<file path="src/sv/lrupr_pkg.sv">
// package for the lru page replacement block: sizes, payload structs
// no dependencies; used by lrupr_core and lru_page_replacement
package lrupr_pkg;

    localparam int FRAMES    = 4;
    localparam int PAGE_BITS = 16;
    localparam int FRAME_W   = (FRAMES > 1) ? $clog2(FRAMES) : 1;
    localparam int RANK_W    = FRAME_W;

    localparam logic ACT_REFERENCE = 1'b0;
    localparam logic ACT_CLEAR     = 1'b1;

    typedef logic [PAGE_BITS-1:0] page_t;
    typedef logic [FRAME_W-1:0]   frame_t;
    typedef logic [RANK_W-1:0]    rank_t;

    typedef struct packed {
        logic        action;
        logic [15:0] page_number;
    } req_t;

    typedef struct packed {
        logic        page_fault;
        logic [1:0]  frame_index;
        logic        evicted_valid;
        logic [15:0] evicted_page;
        logic [15:0] fault_total;
    } rsp_t;

endpackage

</file>
<file path="src/sv/lru_page_replacement.sv">
// lru page replacement: request register, lookup/update core, result register
// one beat per cycle sustained while rsp_stall stays low; a stalled result holds the request register
// throughput rests on the combinational tag compare and rank update in lrupr_core
// rst_n (async, active low) empties all frames, zeroes ranks and the fault count
// depends on lrupr_pkg and lrupr_core
module lru_page_replacement (
    input  logic            clk,
    input  logic            rst_n,
    input  logic            req_valid,
    output logic            req_stall,
    input  lrupr_pkg::req_t req,
    output logic            rsp_valid,
    input  logic            rsp_stall,
    output lrupr_pkg::rsp_t rsp
);

    logic            in_valid_reg;
    logic            in_valid_next;
    lrupr_pkg::req_t in_item_reg;
    logic            out_valid_reg;
    logic            out_valid_next;
    lrupr_pkg::rsp_t out_item_reg;
    lrupr_pkg::rsp_t core_result;
    logic            advance;
    logic            accept;

    // held beat moves on whenever the result slot is empty or draining
    assign advance   = in_valid_reg && (!out_valid_reg || !rsp_stall);
    assign req_stall = in_valid_reg && !advance;
    assign accept    = req_valid && !req_stall;

    lrupr_core u_core (
        .clk    (clk),
        .rst_n  (rst_n),
        .fire   (advance),
        .item   (in_item_reg),
        .result (core_result)
    );

    always_comb
    begin
        in_valid_next = in_valid_reg;
        if (accept)
        begin
            in_valid_next = 1'b1;
        end
        else if (advance)
        begin
            in_valid_next = 1'b0;
        end

        out_valid_next = out_valid_reg;
        if (advance)
        begin
            out_valid_next = 1'b1;
        end
        else if (!rsp_stall)
        begin
            out_valid_next = 1'b0;
        end
    end

    always_ff @(posedge clk or negedge rst_n)
    begin
        if (!rst_n)
        begin
            in_valid_reg  <= 1'b0;
            out_valid_reg <= 1'b0;
        end
        else
        begin
            in_valid_reg  <= in_valid_next;
            out_valid_reg <= out_valid_next;
        end
    end

    always_ff @(posedge clk)
    begin
        if (accept)
        begin
            in_item_reg <= req;
        end
        if (advance)
        begin
            out_item_reg <= core_result;
        end
    end

    assign rsp_valid = out_valid_reg;
    assign rsp       = out_item_reg;

endmodule

</file>
<file path="src/sv/lrupr_core.sv">
// frame table, recency ranks and fault counter with the combinational lookup/update
// depends on lrupr_pkg
module lrupr_core (
    input  logic            clk,
    input  logic            rst_n,
    input  logic            fire,
    input  lrupr_pkg::req_t item,
    output lrupr_pkg::rsp_t result
);

    lrupr_pkg::page_t frame_page_reg  [lrupr_pkg::FRAMES];
    lrupr_pkg::page_t frame_page_next [lrupr_pkg::FRAMES];
    lrupr_pkg::rank_t rank_reg        [lrupr_pkg::FRAMES];
    lrupr_pkg::rank_t rank_next       [lrupr_pkg::FRAMES];
    logic [lrupr_pkg::FRAMES-1:0] valid_reg;
    logic [lrupr_pkg::FRAMES-1:0] valid_next;
    logic [15:0] count_reg;
    logic [15:0] count_next;

    lrupr_pkg::page_t  pg;
    logic              hit;
    logic              found_empty;
    lrupr_pkg::frame_t hit_f;
    lrupr_pkg::frame_t empty_f;
    lrupr_pkg::frame_t victim_f;
    lrupr_pkg::frame_t f;
    lrupr_pkg::rank_t  old_rank;

    assign pg = lrupr_pkg::PAGE_BITS'(item.page_number);

    // priority picks: first matching frame, first empty frame, oldest frame
    always_comb
    begin
        hit         = 1'b0;
        found_empty = 1'b0;
        hit_f       = '0;
        empty_f     = '0;
        victim_f    = '0;
        for (int j = lrupr_pkg::FRAMES - 1; j >= 0; j--)
        begin
            if (valid_reg[j] && frame_page_reg[j] == pg)
            begin
                hit   = 1'b1;
                hit_f = lrupr_pkg::FRAME_W'(j);
            end
            if (!valid_reg[j])
            begin
                found_empty = 1'b1;
                empty_f     = lrupr_pkg::FRAME_W'(j);
            end
            // full table holds distinct ranks, so the oldest has the top rank
            if (rank_reg[j] == lrupr_pkg::RANK_W'(lrupr_pkg::FRAMES - 1))
            begin
                victim_f = lrupr_pkg::FRAME_W'(j);
            end
        end
    end

    always_comb
    begin
        f = hit ? hit_f : (found_empty ? empty_f : victim_f);
        old_rank = rank_reg[f];

        valid_next = valid_reg;
        count_next = count_reg;
        for (int j = 0; j < lrupr_pkg::FRAMES; j++)
        begin
            frame_page_next[j] = frame_page_reg[j];
            rank_next[j]       = rank_reg[j];
        end
        result = '0;

        if (item.action == lrupr_pkg::ACT_CLEAR)
        begin
            valid_next = '0;
            count_next = '0;
            for (int j = 0; j < lrupr_pkg::FRAMES; j++)
            begin
                rank_next[j] = '0;
            end
        end
        else
        begin
            for (int j = 0; j < lrupr_pkg::FRAMES; j++)
            begin
                if (lrupr_pkg::FRAME_W'(j) == f)
                begin
                    rank_next[j] = '0;
                end
                else if (valid_reg[j] && ((!hit && found_empty) || rank_reg[j] < old_rank))
                begin
                    rank_next[j] = rank_reg[j] + 1'b1;
                end
            end
            if (!hit)
            begin
                valid_next[f]      = 1'b1;
                frame_page_next[f] = pg;
                if (count_reg != 16'hFFFF)
                begin
                    count_next = count_reg + 16'd1;
                end
            end
            result.page_fault    = !hit;
            result.frame_index   = 2'(f);
            result.evicted_valid = !hit && !found_empty;
            result.evicted_page  = (!hit && !found_empty) ? 16'(frame_page_reg[f]) : 16'd0;
            result.fault_total   = count_next;
        end
    end

    always_ff @(posedge clk or negedge rst_n)
    begin
        if (!rst_n)
        begin
            valid_reg <= '0;
            count_reg <= '0;
            for (int j = 0; j < lrupr_pkg::FRAMES; j++)
            begin
                rank_reg[j] <= '0;
            end
        end
        else if (fire)
        begin
            valid_reg <= valid_next;
            count_reg <= count_next;
            for (int j = 0; j < lrupr_pkg::FRAMES; j++)
            begin
                rank_reg[j] <= rank_next[j];
            end
        end
    end

    // page storage carries no reset: only valid frames are ever compared or read
    always_ff @(posedge clk)
    begin
        if (fire)
        begin
            for (int j = 0; j < lrupr_pkg::FRAMES; j++)
            begin
                frame_page_reg[j] <= frame_page_next[j];
            end
        end
    end

endmodule

</file>
<file path="config.mk">
export PLATFORM = sky130hd
export DESIGN_NAME = lru_page_replacement
export DESIGN_NICKNAME = d
export VERILOG_FILES = /design/src/sv/lrupr_pkg.sv /design/src/sv/lru_page_replacement.sv /design/src/sv/lrupr_core.sv
export SDC_FILE = /design/constraint.sdc
export NUM_CORES = 1
export LEC_CHECK = 0
export ABC_AREA = 1
export ABC_CLOCK_PERIOD_IN_PS = 5300
export BUFFER_PORTS_ARGS = -buffer_cell sky130_fd_sc_hd__buf_2
export CAP_MARGIN = 10
export CORE_MARGIN = 2
export CORE_UTILIZATION = 43
export CTS_BUF_LIST = sky130_fd_sc_hd__clkbuf_4 sky130_fd_sc_hd__clkbuf_8 sky130_fd_sc_hd__clkbuf_16
export CTS_CLUSTER_SIZE = 10
export DETAILED_ROUTE_END_ITERATION = 6
export GPL_TIMING_DRIVEN = 0
export SLEW_MARGIN = 20
export SYNTH_ARGS = -nofsm -noshare
export SYNTH_HDL_FRONTEND = slang
export SYNTH_SLANG_ARGS = --single-unit
export TNS_END_PERCENT = 50
</file>
<file path="constraint.sdc">
create_clock -name clk -period 5.3 [get_ports clk]
set_clock_uncertainty 0.1 [all_clocks]
set_input_delay 0.795 -clock clk [delete_from_list [all_inputs] [get_ports clk]]
set_output_delay 0.795 -clock clk [all_outputs]
set_load 0.01 [all_outputs]
</file>
=== Yosys cells after proc, flatten, opt, wreduce, memory -nomap -nowiden ===
Memory sizes are Yosys's and may differ from the RTL's. A register that Yosys moved wholly into a read port is not among the register bits.
Cells that the tools add are included.

* Bits in latches: 0
* ROM bits: 0
* Memories: 1
* Word-level logic and storage cells: 135
* RAM bits: 64
* Register bits after elaboration: 67

{| class="wikitable"
|+ Memory list
! memory !! depth !! width !! read ports !! clocked after Yosys merged registers in !! wr ports !! RTL line !! source
|-
| u_core.frame_page_reg || 4 || 16 || 5 || 1 || 4 || lrupr_core.sv:11 || <nowiki>lrupr_pkg::page_t frame_page_reg [lrupr_pkg::FRAMES];</nowiki>
|}

* Reductions and logical operators: 38
* Shift-type cells: 0
* Equality and inequality tests: 14
* Magnitude comparators: 8
* Multiply operators: 0
* Div/mod/pow operators: 0
* Bitwise operators: 3
* Add/sub/neg operators: 5
* Mux-type cells: 52

{| class="wikitable"
|+ Operators with widths
! kind !! number
|-
| 2-to-1 mux 64 bit || 2
|-
| bitwise mux 64 bit || 1
|-
| equality test 16 bit || 4
|-
| 2-to-1 mux 16 bit || 4
|-
| 2-to-1 mux 2 bit || 24
|-
| demux 16 bit (select 2 bit) || 1
|-
| adder 16 x 1 -> 16 bit (second input constant) || 1
|-
| != test 16 bit (second input constant) || 1
|-
| logical AND 1 bit || 15
|-
| 2-to-1 mux 1 bit || 15
|-
| nonzero test 3 bit || 4
|-
| AND reduction 2 bit || 5
|-
| adder 2 x 1 -> 2 bit (second input constant) || 4
|-
| equality test 2 bit (second input constant) || 4
|-
| less-than comparator 2 bit || 4
|-
| 2-to-1 mux 4 bit || 2
|-
| 2-to-1 mux 8 bit || 1
|-
| zero test 1 bit || 6
|-
| logical OR 1 bit || 5
|-
| binary-select mux 2 bit (select 2 bit) || 1
|-
| equality test 2 bit (first input constant) || 2
|-
| OR 4 bit || 1
|-
| greater-or-equal comparator 3 bit (second input constant) || 1
|-
| less-than comparator 2 x 3 -> 1 bit (second input constant) || 1
|-
| other kinds (11) || 11
|}

=== Logic depth before layout (Yosys ltp) ===
* Depth after elaboration: 17
* Depth in mapped cells: 23
* Depth with buffers taken out: 23

=== Modules after synthesis ===
Synthesis repeated with hierarchy kept, for this count alone.

* Cell total of the unflattened synthesis: 890
* Area total of the unflattened synthesis: 7654.8 µm²

{| class="wikitable"
|+ Modules (own cells, without submodules)
! module !! area an instance (µm²) !! instances !! cells each
|-
| lrupr_core || 5968.2 || 1 || 825
|-
| lru_page_replacement || 1686.6 || 1 || 65
|}

=== Worst setup path before layout ===
OpenSTA, ideal clock, no wires.

* Path kind: flip-flop to flip-flop
* From: register, netlist name in_item_reg[8]
* To: memory u_core.frame_page_reg[1][0] (netlist bit), enable pin
* Period minus slack after synthesis: 2.917 ns
* Data arrival time: 2.429 ns
* Path buffers: 1
* Slack: 2.383 ns
* Required time: 4.812 ns
* Stages on the path, launching flop included: 15
* Path through: edfxtp_1 > buf_2 > xnor2_1 > nand3_1 > nor2_1 > inv_1 > nor2_1 > nand2_1 > nand2_1 > nand2_2 > nand2_4 > inv_2 > nor2_4 > inv_1 > nor2_1

{| class="wikitable"
|+ RTL lines
! element !! RTL line
|-
| end, declared || lrupr_core.sv:11
|}

==> results.ini <==
[die]
die_w_um = 134
num_rows = 47
coreArea_sq_um = 16500
die_area_sq_um = 17900
boundaryPins = 59
start_util_pct = 43.8
chipHeight_um = 134

[synth]
syn-num-nets = 790
synth_seq_cells = 147
async_reset_ff_share_pct = 20.4
synth_edf_count = 117
syn_avg_cell_area_sq_um = 9.47
ys_warn_count = 0
netlist_area_sq_um = 7230
ys.flop_type = edfxtp_1
ys_seq_area_share_pct = 58.9
netlist_instances = 764
synth_cell_types = 39

[timing]
setup_ws_ns = 2.00
layout_min_cycle_time_ns = 3.30
finalHoldViolCount = 0
period_share_pct = 62.3
relSlewSlack_pct = 41.7
rsz0062_at_grt = false
fmax_ghz = 0.303
tightest_slew_ns = 0.873
slew_viol_final = 0
fin_setup_tns_ns = 0
setup_violations = 0

[detailed_routing]
top_layer = met4
met1_length_mm = 7.85
route.met3.wl_um = 927
final_antenna_net_count = 0
routed-wl-met2_mm = 8.28
dr.pass1.iters = 5
routed_via_density = 5.09
drtIter0Drc = 365
wl_mm = 17.3
num_vias = 5477
drc = 0
wl_per_cell_um = 16.1

[clock_tree]
clockBufferDepth = 2
postCtsSetupRepairBufs = 0
cts_buffers = 17
cts_resized = 0
cts_max_level = 4
cts_root_buffer = clkbuf_16
cts_tree = yes
cts_hold_buf = 0
path_clk_slew_ns = 0.06
clkSinkCount = 147
clk_latency_ns = 0.42

[cells_and_area]
drive_gt1_share_pct = 18.1
final_cells = 1077
layout.nets = 870
final_common_cell = nand2_1
area_growth_pct = 16.0
antenna_cells = 0
multi_input_area_sq_um = 2480
regArea_sq_um = 4260
mostFrequentLayoutCells = 213 x nand2_1, 117 x edfxtp_1, 97 x inv_1, 66 x nor2_1, 61 x buf_2
largest_register_ffs = 64
fillers = 1519

[worst_setup_path]
cp.arrival_ns = 3.25
slowest_stage = nor2_4
crit_fanout = 16
critPathCaptureType = flip-flop
r2r_start = in_item_reg[12]
crit_family = simple AND/OR/NAND/NOR gates
cpPeakStageDelay_ns = 0.55
cp.depth = 13
reg2reg_depth = 13
cp-start-kind = flip-flop
crit_buf_inv = 3
rr_endpoint = u_core.frame_page_reg[1][9]
worstSetupPathType = flip-flop to flip-flop
r2r_slack_ns = 2.00
path_cells = xnor2_1, nand3_1, nor2_1, inv_1, nor2_1, nand2_1, nand2_1, nand2_2, nand2_4, inv_2, nor2_4, inv_1, nor2_4
required_ns = 5.25

[min_path]
hold_class = primary input to async pin

[grt]
track_usage_pct = 20.3
grt_max_degree = 46
grt_pass1_wl_mm = 27.7
antenna_found_initial = 0
grt_pass1_vias = 5340
grt_overflow = 0

[placed_design]
hpwl_mm = 12.4
portBuffers = 58
pre_cts_ws_ns = 1.99
placed_cells = 1045
globalplace.congestion = 0.876

[power_and_ir_drop]
ir_drop_mv = 0.241
powerDensity_nw_per_um2 = 408
leakagePower_uw = 0.00354

[run]
drv_cap = 0

[status]
status = finished clean

==> cell type report <==
cell class,count,area share [%]
sequential,147,50.8
timing repair buffer,61,4.00
clock inverter,13,1.03
buffer,16,1.03
clock buffer,19,5.25
inverter,111,5.00
multi-input combinational,490,29.6
tap,220,3.28
==> cell usage after synthesis (all sizes together) (11+ instances only) <==
library cell	n	area (sq um)
dfrtp	30	751
nand3	48	275
nor3	14	80.1
nand2	229	920
nor2	80	354
xnor2	21	184
o21ai	22	110
a21oi	15	75.1
edfxtp	117	3510
inv	111	419
a221oi	11	96.3
o22ai	15	93.8
==> per-stage QoR <==
step / cell area (sq um) / hold WS, ns / util (%) / total power (uW)
after floorplan: 7230 / 0.344 / - / 2080
after global placement: 7800 / 0.352 / 47.2 / 2350
after detailed placement: 7860 / 0.365 / 47.6 / 2380
after CTS: 8390 / 0.348 / 50.8 / 3450
after global routing: 8390 / 0.363 / 50.8 / 3600
final: 8390 / 0.328 / 50.8 / 3430
==> layer usage <==
metal / global-route usage [%] / vias up
met2: 32.8 / 175
li1: - / 2692
met4: 6.50 / 0
met1: 27.3 / 2588
met5: 0 / -
met3: 4.72 / 22
==> where the power goes <==
| group | leakage, uW | internal, uW | total (uW) | switching (uW) |
|---|---|---|---|---|
| combinational | 0.00179 | 289 | 873 | 584 |
| sequential | 0.00150 | 1390 | 1480 | 98.3 |
| clock | 0.000258 | 605 | 1070 | 464 |
==> worst max-delay path by stage <==
| stage | startpoint | endpoint | slack, ns |
|---|---|---|---|
| 2_1_floorplan | in_item_reg[8] | u_core.frame_page_reg[1][0] | 2.38 |
| 3_3_place_gp | in_item_reg[12] | u_core.frame_page_reg[1][7] | 1.10 |
| 3_5_place_dp | in_item_reg[12] | u_core.frame_page_reg[1][7] | 1.99 |
| 4_1_cts | in_item_reg[12] | u_core.frame_page_reg[1][13] | 1.99 |
| 5_1_grt | in_item_reg[8] | u_core.frame_page_reg[1][0] | 1.77 |
| 6_report | in_item_reg[12] | u_core.frame_page_reg[1][9] | 2.00 |
==> logic make-up (layout without fill, tap and decap cells) <==
kind of cell / after synthesis / count (layout) / synth area share [%]
AND/OR/NAND/NOR: 382 / 382 / 23.5
flip-flops: 147 / 147 / 58.9
buffers and inverters: 127 / 220 / 6.94
AO/OA/AOI/OAI: 78 / 78 / 6.69
XOR/XNOR: 25 / 25 / 3.03
adder cells (fa/ha/maj): 5 / 5 / 0.865
Note: power is estimated with default switching activity, not from simulation.
